--- src/afc_pkg.sv ---
// Shared types and constants for the angular Fourier coefficient block.
// No dependencies; imported by every module of the block.
package afc_pkg;

    // Input and result field widths
    localparam int BIN_W    = 6;
    localparam int HARM_W   = 5;
    localparam int WEIGHT_W = 24;
    localparam int COEF_W   = 48;

    // Trig entries are Q1.15; a weight times an entry fits 40 signed bits
    localparam int Q15_W  = 16;
    localparam int PROD_W = WEIGHT_W + Q15_W;

    // Default grid shape
    localparam int AZIMUTH_BINS_DEF = 64;
    localparam int POLAR_BINS_DEF   = 64;

    // Op codes
    localparam logic OP_STORE = 1'b0;
    localparam logic OP_QUERY = 1'b1;

    // Configuration port: one register, byte address 4*index
    localparam int              CFG_ADDR_W           = 3;
    localparam int              CFG_DATA_W           = 32;
    localparam logic            CFG_IDX_MAX_HARMONIC = 1'b0;
    localparam logic [HARM_W-1:0] MAX_HARMONIC_RST   = 5'd8;

    // Fixed-point angle constants
    localparam logic [63:0] Q30_ONE     = 64'd1073741824;
    localparam logic [63:0] HALF_PI_Q30 = 64'd1686629713;
    localparam logic [31:0] PI_Q30      = 32'd3373259426;
    localparam logic [47:0] MAG_MAX     = 48'hFFFF_FFFF_FFFF;

    // Scaled magnitude plus rounding offset stays below 2^45
    localparam int SCALE_W = 45;

    typedef struct packed {
        logic acc_clear;   // zero both accumulators
        logic issue;       // one grid cell enters the MAC pipeline
    } mac_ctrl_t;

endpackage

--- src/afc_seq.sv ---
// Sequencer: takes requests, reduces the starting phase, walks one grid row
// through the MAC, then runs the scaler and hands the result out. Uses afc_pkg.
module afc_seq #(
    parameter int AZIMUTH_BINS = afc_pkg::AZIMUTH_BINS_DEF,
    parameter int POLAR_BINS   = afc_pkg::POLAR_BINS_DEF
) (
    input  logic                                        aclk,
    input  logic                                        aresetn,
    input  logic                                        s_valid,
    input  logic                                        s_op,
    input  logic [afc_pkg::BIN_W-1:0]                   s_polar_bin,
    input  logic [afc_pkg::HARM_W-1:0]                  s_harmonic,
    input  logic [afc_pkg::HARM_W-1:0]                  max_harmonic,
    output logic                                        s_ready,
    output afc_pkg::mac_ctrl_t                          mac_ctrl,
    input  logic                                        mac_busy,
    output logic [$clog2(AZIMUTH_BINS*POLAR_BINS)-1:0]  rd_addr,
    output logic [$clog2(2*AZIMUTH_BINS)-1:0]           ph,
    output logic                                        scale_start,
    input  logic                                        scale_done,
    input  logic                                        out_free,
    output logic                                        out_load,
    output logic                                        bad
);
    import afc_pkg::*;

    localparam int TWO_N = 2 * AZIMUTH_BINS;
    localparam int AW    = $clog2(AZIMUTH_BINS * POLAR_BINS);
    localparam int IW    = $clog2(AZIMUTH_BINS);
    localparam int PHW   = $clog2(TWO_N);
    localparam int PW    = ((PHW > 6) ? PHW : 6) + 1;

    localparam logic [2:0] S_IDLE   = 3'd0;
    localparam logic [2:0] S_REDUCE = 3'd1;
    localparam logic [2:0] S_WALK   = 3'd2;
    localparam logic [2:0] S_DRAIN  = 3'd3;
    localparam logic [2:0] S_SCALE  = 3'd4;
    localparam logic [2:0] S_DONE   = 3'd5;

    logic [2:0]     state_reg, state_next;
    logic [IW-1:0]  cnt_reg, cnt_next;
    logic [PHW-1:0] ph_reg, ph_next;
    logic [PW-1:0]  base_reg, base_next;
    logic [PW-1:0]  step_reg, step_next;
    logic [AW-1:0]  row_reg, row_next;
    logic           row_ok_reg, row_ok_next;
    logic           bad_reg, bad_next;

    logic           base_hi;
    logic           step_hi;
    logic [PHW:0]   ph_sum;

    assign base_hi = base_reg >= PW'(TWO_N);
    assign step_hi = step_reg >= PW'(TWO_N);
    assign ph_sum  = {1'b0, ph_reg} + (PHW+1)'(step_reg);

    always_comb begin
        state_next  = state_reg;
        cnt_next    = cnt_reg;
        ph_next     = ph_reg;
        base_next   = base_reg;
        step_next   = step_reg;
        row_next    = row_reg;
        row_ok_next = row_ok_reg;
        bad_next    = bad_reg;
        mac_ctrl    = '0;
        scale_start = 1'b0;
        out_load    = 1'b0;
        unique case (state_reg)
            S_IDLE: begin
                if (s_valid && s_op == OP_QUERY) begin
                    mac_ctrl.acc_clear = 1'b1;
                    cnt_next    = '0;
                    row_ok_next = 32'(s_polar_bin) < POLAR_BINS;
                    row_next    = AW'(s_polar_bin) * AW'(AZIMUTH_BINS);
                    // phase of bin 0 is q*(N+1); q*N is N for odd q, else 0
                    base_next   = PW'(s_harmonic) + (s_harmonic[0] ? PW'(AZIMUTH_BINS) : '0);
                    step_next   = PW'({s_harmonic, 1'b0});
                    if (s_harmonic > max_harmonic) begin
                        bad_next   = 1'b1;
                        state_next = S_DONE;
                    end else begin
                        bad_next   = 1'b0;
                        state_next = S_REDUCE;
                    end
                end
            end
            S_REDUCE: begin
                // bring start phase and step below 2N
                if (base_hi) begin
                    base_next = base_reg - PW'(TWO_N);
                end
                if (step_hi) begin
                    step_next = step_reg - PW'(TWO_N);
                end
                if (!base_hi && !step_hi) begin
                    ph_next = base_reg[PHW-1:0];
                    if (row_ok_reg) begin
                        state_next = S_WALK;
                    end else begin
                        scale_start = 1'b1;
                        state_next  = S_SCALE;
                    end
                end
            end
            S_WALK: begin
                mac_ctrl.issue = 1'b1;
                cnt_next = cnt_reg + IW'(1);
                ph_next  = (ph_sum >= (PHW+1)'(TWO_N)) ?
                           PHW'(ph_sum - (PHW+1)'(TWO_N)) : ph_sum[PHW-1:0];
                if (cnt_reg == IW'(AZIMUTH_BINS - 1)) begin
                    state_next = S_DRAIN;
                end
            end
            S_DRAIN: begin
                if (!mac_busy) begin
                    scale_start = 1'b1;
                    state_next  = S_SCALE;
                end
            end
            S_SCALE: begin
                if (scale_done) begin
                    state_next = S_DONE;
                end
            end
            S_DONE: begin
                if (out_free) begin
                    out_load   = 1'b1;
                    state_next = S_IDLE;
                end
            end
            default: state_next = S_IDLE;
        endcase
    end

    always_ff @(posedge aclk) begin
        if (!aresetn) begin
            state_reg <= S_IDLE;
        end else begin
            state_reg <= state_next;
        end
    end

    always_ff @(posedge aclk) begin
        cnt_reg    <= cnt_next;
        ph_reg     <= ph_next;
        base_reg   <= base_next;
        step_reg   <= step_next;
        row_reg    <= row_next;
        row_ok_reg <= row_ok_next;
        bad_reg    <= bad_next;
    end

    assign s_ready = state_reg == S_IDLE;
    assign rd_addr = row_reg + AW'(cnt_reg);
    assign ph      = ph_reg;
    assign bad     = bad_reg;

endmodule

--- config.mk ---
export PLATFORM = sky130hd
export DESIGN_NAME = afc_seq
export DESIGN_NICKNAME = d
export VERILOG_FILES = /design/src/afc_pkg.sv /design/src/afc_seq.sv
export SDC_FILE = /design/constraint.sdc
export NUM_CORES = 1
export LEC_CHECK = 0
export BUFFER_PORTS_ARGS = -buffer_cell sky130_fd_sc_hd__buf_2
export CELL_PAD_IN_SITES_DETAIL_PLACEMENT = 1
export CELL_PAD_IN_SITES_GLOBAL_PLACEMENT = 1
export CORE_MARGIN = 1.5
export CORE_UTILIZATION = 44
export DETAILED_ROUTE_END_ITERATION = 7
export PLACE_DENSITY_LB_ADDON = 0.1
export SYNTH_ARGS = -nofsm -noshare
export SYNTH_HDL_FRONTEND = slang
export SYNTH_SLANG_ARGS = --single-unit
--- constraint.sdc ---
create_clock -name aclk -period 3.2 [get_ports aclk]
set_clock_uncertainty 0.1 [all_clocks]
set_input_delay 0.32 -clock aclk [delete_from_list [all_inputs] [get_ports aclk]]
set_output_delay 0.32 -clock aclk [all_outputs]
set_load 0.01 [all_outputs]
# Yosys cells after proc, flatten, opt, wreduce, memory -nomap -nowiden
# Cells that the tools add are included.
# classes
n_reduce_logical,14
n_mux,28
eq_ne,14
order_cmp,4
n_addsub,7
# ops
cell,n
two-way mux 8 bit,4
one-hot mux 8 bit (2 select lines),2
"greater-or-equal comparator 8 bit, second input constant",3
two-way mux 3 bit,7
two-way mux 7 bit,3
one-hot mux 3 bit (6 select lines),1
"subtractor 8 bit, second input constant",2
"!= test 2 bit, second input constant",7
one-hot mux 7 bit (2 select lines),1
adder 12 x 6 -> 12 bit,1
one-hot mux 6 bit (2 select lines),1
adder 5 x 7 -> 8 bit,1
adder 7 x 8 -> 8 bit,1
two-way mux 1 bit,8
"subtractor 7 x 1 -> 7 bit, second input constant",1
"adder 6 x 1 -> 6 bit, second input constant",1
"== test 3 x 2 -> 1 bit, second input constant",2
"== test 3 bit, second input constant",2
"== test 6 bit, second input constant",1
two-way mux 6 bit,1
AND reduction 2 bit,3
AND reduction 3 bit,2
AND reduction 6 bit,1
nonzero test 2 bit,3
6 further kinds,8
# totals
reg_bits,39
out_inout_bits,25
inputBits,23

# Depth between registers and ports, before layout
# logic_depth
ltp_word,5
mapped_depth,8
mapped_depth_nobuf,8

# Worst setup path after synthesis
# No wires, ideal clock.
# synth_path
path_kind,reg2reg
startpoint,register state_reg[2]
endpoint,register cnt_reg[0] (enable)
arrival_time_ps,1553
path_stages_with_launch,5
t_required_ps,2796
synth_period_minus_slack_ps,1957
n_path_buf,1
setup_ps,304
slack_ps,1243
path_cell_list,dfxtp_1 buf_2 nor3_1 and3_1 or2_2
# synth_between
elab_chain_len,3
word_cells_on_any_way,5
# synth_rtl
item,line,rtl
start: declaration,afc_seq.sv:40,"logic [2:0] state_reg, state_next;"
start signal: assignment,afc_seq.sv:140,state_reg <= state_next;
logical NOT 3 bit *,--,
via s_ready,afc_seq.sv:14,"output logic s_ready,"
!= test 2 x 1 -> 1 bit (no source line) / nonzero test 2 bit (equally long branches),--,
AND reduction 2 bit (no source line) *,--,
end signal: assignment,afc_seq.sv:145,cnt_reg <= cnt_next;
end: declaration,afc_seq.sv:41,"logic [IW-1:0] cnt_reg, cnt_next;"
# Mark *: on every way through the listed nets, which the timed path passes. The rest lies on a longest branch.
# A chain may end at the register's enable or synchronous reset.

==> impl_metrics.yaml <==
clocking:
  insertion_delay_ns: 0.29
  cts_buffer_depth: 2
  clkSinkCount: 35
  root_buffer: "clkbuf_8"
  cts-buffers-inserted: 5
  cts_max_level: 2
  cts_setup_buffers: 0
  path_clk_slew_ns: 0.07
  ctsHoldBuffers: 0
  cts_resized: 0
  cts_tree: "done"
die:
  dieArea_um2: 4590
  rows: 23
  io_pins: 48
  die_w_um: 67.7
  start_util_pct: 45.8
  die_y_um: 67.7
  core_region_area_um2: 4030
timing:
  rsz0062_at_grt: "no"
  period_needed_ns: 2.25
  fin_setup_tns_ns: 0
  holdWs_ns: 0.106
  min_period_over_period_pct: 70.2
  slew_violations: 0
  relSlewSlack_pct: 51.1
  worstMarginPinSlew_ns: 0.734
  fmax_mhz: 445
  hold_violations: 0
  finalSetupViolations: 0
yosys:
  synth_edf_count: 32
  synth_top_family_by_area: "simple AND/OR/NAND/NOR gates"
  synth-simple-area-share_pct: 15.7
  yosysSeqAreaShare_pct: 55.4
  syn_avg_cell_area_um2: 11.7
  synth_compound_area_share_pct: 10.5
  yosysWarnings: 0
  syn_nets: 193
  synth_top_flop_cell: "edfxtp_1"
  synth_xor_area_share_pct: 2.85
  async_flop_share_pct: 0
  synth_mux_area_share_pct: 1.36
  synthCells: 158
  synth-adder-area-share_pct: 8.55
  ys_seq_elements: 35
  synth_common_cells: "32 x edfxtp_1, 15 x nor2_1, 14 x nand2_1, 11 x ha_1, 11 x inv_1"
  synth_area_um2: 1840
  synth_area_leader_cell: "edfxtp_1"
  synth.area.top_cells: "edfxtp_1 52%, ha_1 7.5%, dfxtp_1 3.3%, nor2_1 3.1%, nand2_1 2.8%"
  synth_most_common_cell: "edfxtp_1"
  yosysUniqueCellTypes: 41
  yosysTopAreaCellShare_pct: 52.1
power:
  irDropWorstVdd_v: 0.000346
  powerDensity_nw_per_um2: 757
  totalPowerFinal_mw: 1.65
  p_leak_nw: 0.961
drt:
  drt-vias-per-instance: 5.26
  vias: 1353
  final_antenna_net_count: 0
  drt-total-wl_um: 4090
  initialDrtViolationCount: 57
  first_pass_iters: 4
  drcViolationCount: 0
  wire_per_inst_um: 15.9
setup_path:
  cp_data_arrival_time_ns: 1.83
  path_class: "reg -> out"
  worstPathMaxFanout: 18
  worst_path_largest_cell_delay_ns: 0.66
  cp_cell_sequence: "or3b_1, clkinv_8, buf_2"
  end_kind: "output port"
  critPathRequiredTime_ns: 2.78
  crit_path_start_kind: "flip-flop"
  slowest_stage: "or3b_1"
placement:
  port_buffers: 47
  dp_cells: 249
  place_hpwl_um: 3300
  gp_congestion: 0.812
  place_area_um2: 2100
finish:
  fin_area_um2: 2180
  area_growth_pct: 18.0
  fin_nets: 241
  largest_register_ffs: 7
  num_antenna_cells: 0
  fin_cells: 257
  layout-drive-gt1-share_pct: 29.5
  fill_cells: 468
global_routing:
  grt_pass1_wl_um: 6160
  grt_overflow: 0
  gr-usage-all-layers_pct: 19.0
  antenna_found_initial: 0
  grt_start_max_net_pins: 19
  first_global_vias: 1284
hold_path:
  hp-class: "in -> reg"
run:
  maxCapViolCount: 0
outcome:
  status: "finished clean"
==> critical path, delay by kind of cell, from the launching register on <==
family                 cells  cell delay, ns
flip-flops                 1            0.58
AND/OR/NAND/NOR            1            0.66
buffers and inverters      2            0.30
==> where the power goes <==
group | internal (mW) | leakage (nW) | switching, mW
sequential | 0.652 | 0.325 | 0.0917
clock | 0.153 | 0.0422 | 0.150
combinational | 0.254 | 0.594 | 0.348
total | 1.06 | 0.961 | 0.589
==> path summary, 6_finish.rpt <==
check / from / endpoint / slack [ns] / cells after the start
max: state_reg[2] / mac_ctrl[0] / 0.95 / 3
max reg2reg: state_reg[2] / state_reg[2] / 0.97 / 6
min: s_polar_bin[5] / row_reg[11] / 0.11 / 1
min reg2reg: base_reg[1] / ph[1] / 0.46 / 2
==> metrics by stage <==
step                      util, %  worst slack (ns)
after detailed placement     52.0             0.971
after floorplan                 -              1.24
after global routing         54.0             0.823
after global placement       52.0              1.09
final                        54.0             0.954
after CTS                    54.0             0.934
==> placed cells by master, fill, tap and decap left out, types with 3 or more instances in the layout <==
master	count
or2_2	3
edfxtp_1	32
clkbuf_8	5
buf_2	47
dfxtp_1	3
and3_1	3
inv_1	11
nand2_1	14
ha_1	11
a21o_1	4
nor2_1	15
o21ai_0	6
xor2_1	4
nand3_1	4
and2_1	6
nor3b_1	3
a21oi_1	5
==> cell families (layout without fill, tap and decap cells) <==
kind of cell | after synthesis | count (layout)
AOI/OAI and AO/OA | 27 | 27
xor gates and xnor gates | 6 | 6
adders and majority gates | 12 | 12
and+or+nand+nor | 58 | 58
DFF | 35 | 35
buffers and inverters | 18 | 67
muxes | 2 | 2
==> metal layers <==
| metal | vias up | GRT usage [%] | share of wire [%] |
|---|---|---|---|
| li1 | 657 | - | - |
| met1 | 656 | 23.7 | 43 |
| met2 | 32 | 31.5 | 51 |
| met3 | 8 | 3.83 | 3.9 |
| met4 | 0 | 9.18 | 1.8 |
| met5 | - | 0 | 0 |
==> area by class of cell <==
class | instances | area [µm²] | share of cell area [%]
multi-input cells | 105 | 719 | 33.0
flip-flops and latches | 35 | 1020 | 46.9
clock inverters | 1 | 5.00 | 0.230
inverters | 12 | 57.6 | 2.64
well taps | 50 | 62.6 | 2.87
repair buffers | 47 | 235 | 10.8
clock buffers | 7 | 76.3 | 3.51
Note: power is estimated with default switching activity, not from simulation.
