### src/afc_pkg.sv
// Shared types and constants for the angular Fourier coefficient block.
// No dependencies; imported by every module of the block.
package afc_pkg;

    // Input and result field widths
    localparam int BIN_W    = 6;
    localparam int HARM_W   = 5;
    localparam int WEIGHT_W = 24;
    localparam int COEF_W   = 48;

    // Trig entries are Q1.15; a weight times an entry fits 40 signed bits
    localparam int Q15_W  = 16;
    localparam int PROD_W = WEIGHT_W + Q15_W;

    // Default grid shape
    localparam int AZIMUTH_BINS_DEF = 64;
    localparam int POLAR_BINS_DEF   = 64;

    // Op codes
    localparam logic OP_STORE = 1'b0;
    localparam logic OP_QUERY = 1'b1;

    // Configuration port: one register, byte address 4*index
    localparam int              CFG_ADDR_W           = 3;
    localparam int              CFG_DATA_W           = 32;
    localparam logic            CFG_IDX_MAX_HARMONIC = 1'b0;
    localparam logic [HARM_W-1:0] MAX_HARMONIC_RST   = 5'd8;

    // Fixed-point angle constants
    localparam logic [63:0] Q30_ONE     = 64'd1073741824;
    localparam logic [63:0] HALF_PI_Q30 = 64'd1686629713;
    localparam logic [31:0] PI_Q30      = 32'd3373259426;
    localparam logic [47:0] MAG_MAX     = 48'hFFFF_FFFF_FFFF;

    // Scaled magnitude plus rounding offset stays below 2^45
    localparam int SCALE_W = 45;

    typedef struct packed {
        logic acc_clear;   // zero both accumulators
        logic issue;       // one grid cell enters the MAC pipeline
    } mac_ctrl_t;

endpackage

### src/afc_scaler.sv
// Scales both sums by 2*pi/N with rounding: one 32x32 multiplier, shared by the two
// lanes and (N not a power of 2) a divide by N, a quotient byte per pass. Uses afc_pkg.
module afc_scaler #(
    parameter int AZIMUTH_BINS = afc_pkg::AZIMUTH_BINS_DEF
) (
    input  logic                                                   aclk,
    input  logic                                                   aresetn,
    input  logic                                                   start,
    input  logic signed [afc_pkg::PROD_W+$clog2(AZIMUTH_BINS)-1:0] cos_sum,
    input  logic signed [afc_pkg::PROD_W+$clog2(AZIMUTH_BINS)-1:0] sin_sum,
    output logic                                                   done,
    output logic signed [afc_pkg::COEF_W-1:0]                      cos_res,
    output logic signed [afc_pkg::COEF_W-1:0]                      sin_res
);
    import afc_pkg::*;

    localparam int   ACC_W  = PROD_W + $clog2(AZIMUTH_BINS);
    localparam int   MW     = (ACC_W > COEF_W) ? ACC_W : COEF_W;
    localparam int   LOG2N  = $clog2(AZIMUTH_BINS);
    localparam int   RW     = LOG2N;
    localparam int   DIG_W  = 8;
    localparam int   DIGITS = (SCALE_W + DIG_W - 1) / DIG_W;
    localparam int   DW     = DIGITS * DIG_W;
    localparam int   TW     = RW + DIG_W;
    localparam int   RSH    = TW + LOG2N;
    localparam int   CW     = $clog2(DIGITS);
    localparam int   HALF_N = AZIMUTH_BINS / 2;
    localparam bit   N_POW2 = (AZIMUTH_BINS & (AZIMUTH_BINS - 1)) == 0;
    // ceil(2^RSH / N): exact floor division of any partial remainder below 2^TW
    localparam logic [31:0] RECIP =
        32'(((64'd1 << RSH) + 64'(AZIMUTH_BINS) - 64'd1) / 64'(AZIMUTH_BINS));

    localparam logic [2:0] SC_IDLE  = 3'd0;
    localparam logic [2:0] SC_ABS   = 3'd1;
    localparam logic [2:0] SC_MLO   = 3'd2;
    localparam logic [2:0] SC_MHI   = 3'd3;
    localparam logic [2:0] SC_SUM   = 3'd4;
    localparam logic [2:0] SC_DIV   = 3'd5;
    localparam logic [2:0] SC_STORE = 3'd6;
    localparam logic [2:0] SC_DIGIT = 3'd7;

    logic [2:0]               state_reg, state_next;
    logic                     lane_reg, lane_next;
    logic                     neg_reg, neg_next;
    logic [COEF_W-1:0]        m_reg, m_next;
    logic [63:0]              prod_reg, prod_next;
    logic [31:0]              plo_reg, plo_next;
    logic [DW-1:0]            d_reg, d_next;
    logic [RW-1:0]            rem_reg, rem_next;
    logic [CW-1:0]            cnt_reg, cnt_next;
    logic signed [COEF_W-1:0] cres_reg, cres_next;
    logic signed [COEF_W-1:0] sres_reg, sres_next;
    logic                     done_reg, done_next;

    logic signed [ACC_W-1:0]  sel_sum;
    logic [MW-1:0]            sum_x;
    logic [MW-1:0]            mag;
    logic [31:0]              mul_a;
    logic [31:0]              mul_b;
    logic [63:0]              prod;
    logic [TW-1:0]            trial;
    logic [DIG_W-1:0]         qd;
    logic [TW-1:0]            qn;
    logic [COEF_W-1:0]        res;

    assign sel_sum = lane_reg ? sin_sum : cos_sum;
    assign sum_x   = MW'(sel_sum);
    assign mag     = sel_sum[ACC_W-1] ? (~sum_x + MW'(1)) : sum_x;

    // the one multiplier: low 16 bits of the magnitude, then the high 32 bits, then
    // the reciprocal of N against each partial remainder
    assign mul_a = (state_reg == SC_MLO) ? 32'(m_reg[15:0]) :
                   (state_reg == SC_DIV) ? 32'(trial) : m_reg[COEF_W-1:16];
    assign mul_b = (state_reg == SC_DIV) ? RECIP : PI_Q30;
    assign prod  = 64'(mul_a) * 64'(mul_b);

    // next quotient byte and what it takes off the partial remainder
    assign trial = {rem_reg, d_reg[DW-1 -: DIG_W]};
    assign qd    = prod_reg[RSH +: DIG_W];
    assign qn    = TW'(qd) * TW'(AZIMUTH_BINS);
    assign res   = neg_reg ? (~COEF_W'(d_reg) + COEF_W'(1)) : COEF_W'(d_reg);

    always_comb begin
        state_next = state_reg;
        lane_next  = lane_reg;
        neg_next   = neg_reg;
        m_next     = m_reg;
        prod_next  = prod_reg;
        plo_next   = plo_reg;
        d_next     = d_reg;
        rem_next   = rem_reg;
        cnt_next   = cnt_reg;
        cres_next  = cres_reg;
        sres_next  = sres_reg;
        done_next  = 1'b0;
        unique case (state_reg)
            SC_IDLE: begin
                if (start) begin
                    lane_next  = 1'b0;
                    state_next = SC_ABS;
                end
            end
            SC_ABS: begin
                neg_next   = sel_sum[ACC_W-1];
                m_next     = (mag > MW'(MAG_MAX)) ? MAG_MAX : mag[COEF_W-1:0];
                state_next = SC_MLO;
            end
            SC_MLO: begin
                prod_next  = prod;
                state_next = SC_MHI;
            end
            SC_MHI: begin
                plo_next   = prod_reg[47:16];
                prod_next  = prod;
                state_next = SC_SUM;
            end
            SC_SUM: begin
                d_next     = DW'(SCALE_W'((prod_reg + 64'(plo_reg)) >> 20) + SCALE_W'(HALF_N));
                rem_next   = '0;
                cnt_next   = '0;
                state_next = SC_DIV;
            end
            SC_DIV: begin
                if (N_POW2) begin
                    d_next     = d_reg >> LOG2N;
                    state_next = SC_STORE;
                end else begin
                    prod_next  = prod;
                    state_next = SC_DIGIT;
                end
            end
            SC_DIGIT: begin
                // shift the quotient byte in, keep the remainder for the next byte
                rem_next = RW'(trial - qn);
                d_next   = {d_reg[DW-DIG_W-1:0], qd};
                cnt_next = cnt_reg + CW'(1);
                if (cnt_reg == CW'(DIGITS - 1)) begin
                    state_next = SC_STORE;
                end else begin
                    state_next = SC_DIV;
                end
            end
            SC_STORE: begin
                if (!lane_reg) begin
                    cres_next  = res;
                    lane_next  = 1'b1;
                    state_next = SC_ABS;
                end else begin
                    sres_next  = res;
                    done_next  = 1'b1;
                    state_next = SC_IDLE;
                end
            end
            default: state_next = SC_IDLE;
        endcase
    end

    always_ff @(posedge aclk) begin
        if (!aresetn) begin
            state_reg <= SC_IDLE;
            done_reg  <= 1'b0;
        end else begin
            state_reg <= state_next;
            done_reg  <= done_next;
        end
    end

    always_ff @(posedge aclk) begin
        lane_reg <= lane_next;
        neg_reg  <= neg_next;
        m_reg    <= m_next;
        prod_reg <= prod_next;
        plo_reg  <= plo_next;
        d_reg    <= d_next;
        rem_reg  <= rem_next;
        cnt_reg  <= cnt_next;
        cres_reg <= cres_next;
        sres_reg <= sres_next;
    end

    assign done    = done_reg;
    assign cos_res = cres_reg;
    assign sin_res = sres_reg;

endmodule

### config.mk
export PLATFORM = sky130hd
export DESIGN_NAME = afc_scaler
export DESIGN_NICKNAME = d
export VERILOG_FILES = /design/src/afc_pkg.sv /design/src/afc_scaler.sv
export SDC_FILE = /design/constraint.sdc
export NUM_CORES = 2
export LEC_CHECK = 0
export ABC_AREA = 1
export BUFFER_PORTS_ARGS = -buffer_cell sky130_fd_sc_hd__buf_2
export CAP_MARGIN = 40
export CORE_UTILIZATION = 60
export DETAILED_ROUTE_END_ITERATION = 12
export HOLD_SLACK_MARGIN = 0.15
export PLACE_DENSITY_LB_ADDON = 0.08
export SYNTH_ARGS = -nofsm -noshare
export SYNTH_HDL_FRONTEND = slang
export SYNTH_SLANG_ARGS = --single-unit
### constraint.sdc
create_clock -name aclk -period 30.4 [get_ports aclk]
set_input_delay 1.52 -clock aclk [delete_from_list [all_inputs] [get_ports aclk]]
set_output_delay 1.52 -clock aclk [all_outputs]
set_load 0.005 [all_outputs]
After elaboration in Yosys (flattened, before gate mapping)
Index checks and enable logic that the tools add are counted.
{"block": "totals", "ff_bits": 303, "inputBits": 95, "output_inout_bits": 97}
{"block": "op_classes", "add_sub_neg": 6, "multipliers": 1, "order_cmp": 1, "eq_ne": 9, "mux": 16, "bitwise_logic": 3, "n_reduce_logical": 9}
{"cell": "48-bit one-hot mux with 3 select lines", "n": 1}
{"cell": "48-bit by 1-bit adder with 48-bit output (second input constant)", "n": 2}
{"cell": "32-bit 2-to-1 mux", "n": 3}
{"cell": "48-bit 2-to-1 mux", "n": 2}
{"cell": "48-bit inverter", "n": 2}
{"cell": "64-bit by 32-bit adder with 64-bit output", "n": 1}
{"cell": "32-bit by 32-bit multiplier with 64-bit output", "n": 1}
{"cell": "48-bit > comparator (second input constant)", "n": 1}
{"cell": "46-bit 2-to-1 mux", "n": 1}
{"cell": "44-bit by 6-bit adder with 45-bit output (second input constant)", "n": 1}
{"cell": "3-bit one-hot mux with 8 select lines", "n": 1}
{"cell": "3-bit == test (second input constant)", "n": 5}
{"cell": "6-bit one-hot mux with 2 select lines", "n": 1}
{"cell": "2-bit AND reduction", "n": 4}
{"cell": "3-bit by 2-bit == test with 1-bit output (second input constant)", "n": 2}
{"cell": "3-bit one-hot mux with 2 select lines", "n": 1}
{"cell": "6-bit by 1-bit subtractor with 6-bit output (second input constant)", "n": 1}
{"cell": "2-bit nonzero test", "n": 2}
{"cell": "3-bit by 1-bit adder with 3-bit output (second input constant)", "n": 1}
{"cell": "3-bit by 1-bit == test with 1-bit output (second input constant)", "n": 1}
{"cell": "3-bit logical NOT", "n": 1}
{"cell": "1-bit 2-to-1 mux", "n": 3}
{"cell": "3-bit 2-to-1 mux", "n": 1}
{"cell": "3-bit nonzero test", "n": 1}
{"cell": "other kinds (5)", "n": 5}

Longest topological paths before layout
{"block": "logic_depth", "word_depth": 5, "ltp_mapped": 42, "mapped_depth_nobuf": 42}

Worst setup path after synthesis
Ideal clock, no wire load.
{"block": "synth_timing", "kind": "register to register", "startpoint": "register state_reg[1]", "endpoint": "register prod_reg[57] (data pin)", "setup_time_ps": 258, "arrival_time_ps": 10368, "t_required_ps": 30142, "path_slack_ps": 19774, "stages_incl_launch_ff": 39, "path_buffers": 2, "path_cell_list": "dfxtp_1 inv_2 nor2_1 nand2_1 buf_4 buf_4 inv_2 nand2_1 nand3_1 nand2_1 nor2_1 inv_1 nand2_1 inv_1 ha_1 or2_2 fa_1 inv_1 [3 not listed] inv_1 fa_1 inv_1 fa_1 fa_1 ha_1 ha_1 nand2_1 nor2_1 inv_1 nor2_1 and3_1 nand2_1 nand3_1 a21boi_0 o21ai_0 a31oi_1 xnor2_1"}
{"block": "synth_between", "elab_chain_len": 4}
{"item": "start: declaration", "line_no": "afc_scaler.sv:42", "source": "logic [2:0] state_reg, state_next;"}
{"item": "start signal: assignment", "line_no": "afc_scaler.sv:163", "source": "state_reg <= state_next;"}
{"item": "3-bit == test", "line_no": "afc_scaler.sv:73, afc_scaler.sv:74"}
{"item": "32-bit 2-to-1 mux", "line_no": "afc_scaler.sv:73", "source": "(state_reg == SC_DIV) ? 32'(trial) : m_reg[COEF_W-1:16];"}
{"item": "32-bit 2-to-1 mux", "line_no": "afc_scaler.sv:72", "source": "assign mul_a = (state_reg == SC_MLO) ? 32'(m_reg[15:0]) :"}
{"item": "32-bit by 32-bit multiplier with 64-bit output (*)", "line_no": "afc_scaler.sv:75", "source": "assign prod = 64'(mul_a) * 64'(mul_b);"}
{"item": "net prod[57]", "line_no": "afc_scaler.sv:60", "source": "logic [63:0] prod;"}
{"item": "end signal: assignment", "line_no": "afc_scaler.sv:172", "source": "prod_reg <= prod_next;"}
{"item": "end: declaration", "line_no": "afc_scaler.sv:46", "source": "logic [63:0] prod_reg, prod_next;"}
The timed path passes the listed nets; every way through them passes the cells marked *.
A chain may end at the register's enable or synchronous reset.

Worst setup path after layout
Ends and elaborated chain as after synthesis.

==> summary.md <==
| Metric | Value |
|---|---|
| GRT Total Usage | 34.8% |
| P&R area growth vs syn | 8.42% |
| Setup crit start kind | register |
| Yosys top cell area share | 24.4% |
| FILL cells | 5230 |
| Critical path type | reg -> reg |
| Top cell type by total area after synthesis | edfxtp_1 |
| Yosys reg bits | 301 |
| Layout Nets | 5421 |
| Hpwl dp | 91.5 mm |
| Clk_skew | 0.0331 ns |
| Worst min path class | reg -> reg |
| Avg Inst Size Synth | 8.37 um^2 |
| Post-CTS setup buffers | 0 |
| Number of DRC markers in iteration 0 | 2481 |
| Crit-path max FO | 64 |
| Port Buffers | 191 |
| Pre-antenna DRT Iters | 7 |
| Fmax | 106 MHz |
| Largest net degree at the start of global routing | 65 |
| Critical-path top delay cell | buf_4 |
| CTS tree | done |
| CTS Buf Count | 35 |
| Arr. time, crit path | 9.77 ns |
| Max Cap Violations | 0 |
| Seq/Total Area, Yosys | 24.6% |
| Synth Flop Type | edfxtp_1 |
| Post-synth EDFFs | 297 |
| Root buf cell | clkbuf_16 |
| H-tree depth | 2 |
| Share of layout cells above drive strength 1 | 10.3% |
| Final antenna-violating net count | 0 |
| DRC Markers | 0 |
| Final min period | 9.48 ns |
| # rows | 90 |
| Worst slew pin tran | 0.873 ns |
| DRT Wirelength | 107 mm |
| Mapped cell area | 0.0365 mm^2 |
| Die width | 249 um |
| Status | finished, final reports clean |
| Most frequent cell after synthesis | inv_1 |
| Vias in the first global route | 28600 |
| Clock Tree Buf Depth | 3 |
| Sink count of the clock tree | 301 |
| Top delay family on crit path | adder cells |
| First-pass GRT wire length | 163 mm |
| I/O pins | 192 |
| Worst-Skew Late Latency | 0.57 ns |
| Final hold violation count | 0 |
| Final Max Tran Viols | 0 |
| Core area | 0.0602 mm^2 |
| Setup TNS | 0 ns |
| Total die area | 0.0619 mm^2 |
| Worst endpoint required time | 30.69 ns |
| Kind of end point of the critical path | register |
| Hold Buf Count CTS | 0 |
| Slowest stage delay, CP | 0.61 ns |
| Max reg flops | 63 |
| Initial Util | 60.6% |
| Final setup violating endpoints | 0 |
| Vias/cell | 5.44 |
| Netlist cell types | 69 |
| Post-CTS Resized | 0 |
| Clk slew on worst S/H paths | 0.06 ns |
| WL per Instance | 20.0 um |
| Post-synth top cells | inv_1, nand2_1, ha_1, nor2_1, fa_1 |
| Period utilisation layout | 31.2% |
| Overflow after GRT | 0 |
| RSZ-0062 raised after global routing | no |
| GPL Wtd Cong | 1.03 |
| Initial antenna violation count | 0 |
| Via count | 29200 |
| Worst path bufs/invs | 11 |
| Die height | 249 um |
| Warnings from Yosys | 0 |
| Async SR Flop Fraction | 0% |
| Post-synthesis cell count | 4362 |
| Most used cell, CP | inv_1 |
| Max_slew headroom | 41.5% |
| Ranking of synthesized cells by area | edfxtp_1, fa_1, ha_1 |
## layer usage
metal / wire length, um / part of all wire [%] / global-route usage [%]
met1: 43500 / 41 / 44.6
met2: 51800 / 48 / 59.5
met3: 6280 / 5.9 / 3.34
met4: 5770 / 5.4 / 16.8
met5: 0 / 0 / 0
## cell families after synthesis
logic type | after synthesis | share of synthesized area [%]
muxes | 15 | 0.411
xor gates and xnor gates | 190 | 4.58
DFF | 301 | 24.6
buffers and inverters | 1100 | 11.4
other | 1 | 0.0103
adders and majority gates | 761 | 33.1
and+or+nand+nor | 1623 | 19.8
AOI/OAI and AO/OA | 371 | 6.08
## metrics by stage
stage	hold WS, ns	utilization, %	instance area (um^2)	std cells	worst slack [ns]
after floorplan	0.433	-	36500	4363	19.77
after global placement	0.555	63.7	38400	5308	21.10
after detailed placement	0.557	63.8	38400	5310	21.00
after CTS	0.558	65.7	39600	5374	20.96
after global routing	0.568	65.7	39600	5374	20.32
final	0.566	65.7	39600	5375	20.92
## path summary, 6_finish.rpt
path | endpoint | from | depth (start not counted) | slack, ns
worst min register to register | cos_res[0] | d_reg[0] | 0 | 0.57
worst max register to register | prod_reg[57] | state_reg[1] | 38 | 20.92
worst max-delay path | prod_reg[57] | state_reg[1] | 38 | 20.92
worst min-delay path | cos_res[0] | d_reg[0] | 0 | 0.57
## cells in the final DEF (no fill, tap or decap), drive strengths merged, types with 14 or more instances in the layout
cell type,netlist,routed
a21oi,143,143
a22oi,24,24
a31oi,30,30
buf,21,207
clkbuf,21,39
clkinv,5,23
edfxtp,297,297
fa,340,340
ha,421,421
inv,1053,1057
mux2i,15,15
nand2,854,854
nand3,202,202
nand3b,14,14
nand4,33,33
nor2,410,410
nor3,42,42
nor4,17,17
o21ai,109,109
or2,46,46
xnor2,52,52
xor2,138,138
## layout make-up
cell class	count	area, um^2	share of cell area (%)
Antenna cell	1	2.50	0.00632
Clock buffer	39	891	2.25
Clock inverter	25	253	0.638
Inverter	1058	3970	10.0
Multi-Input combinational cell	2962	23400	59.1
Sequential cell	301	9000	22.7
Tap cell	782	978	2.47
Timing Repair Buffer	207	1100	2.79
Power is left out: the tool's default activity adds up to more than one toggle a clock period on the data nets, which glitch-free logic cannot reach.
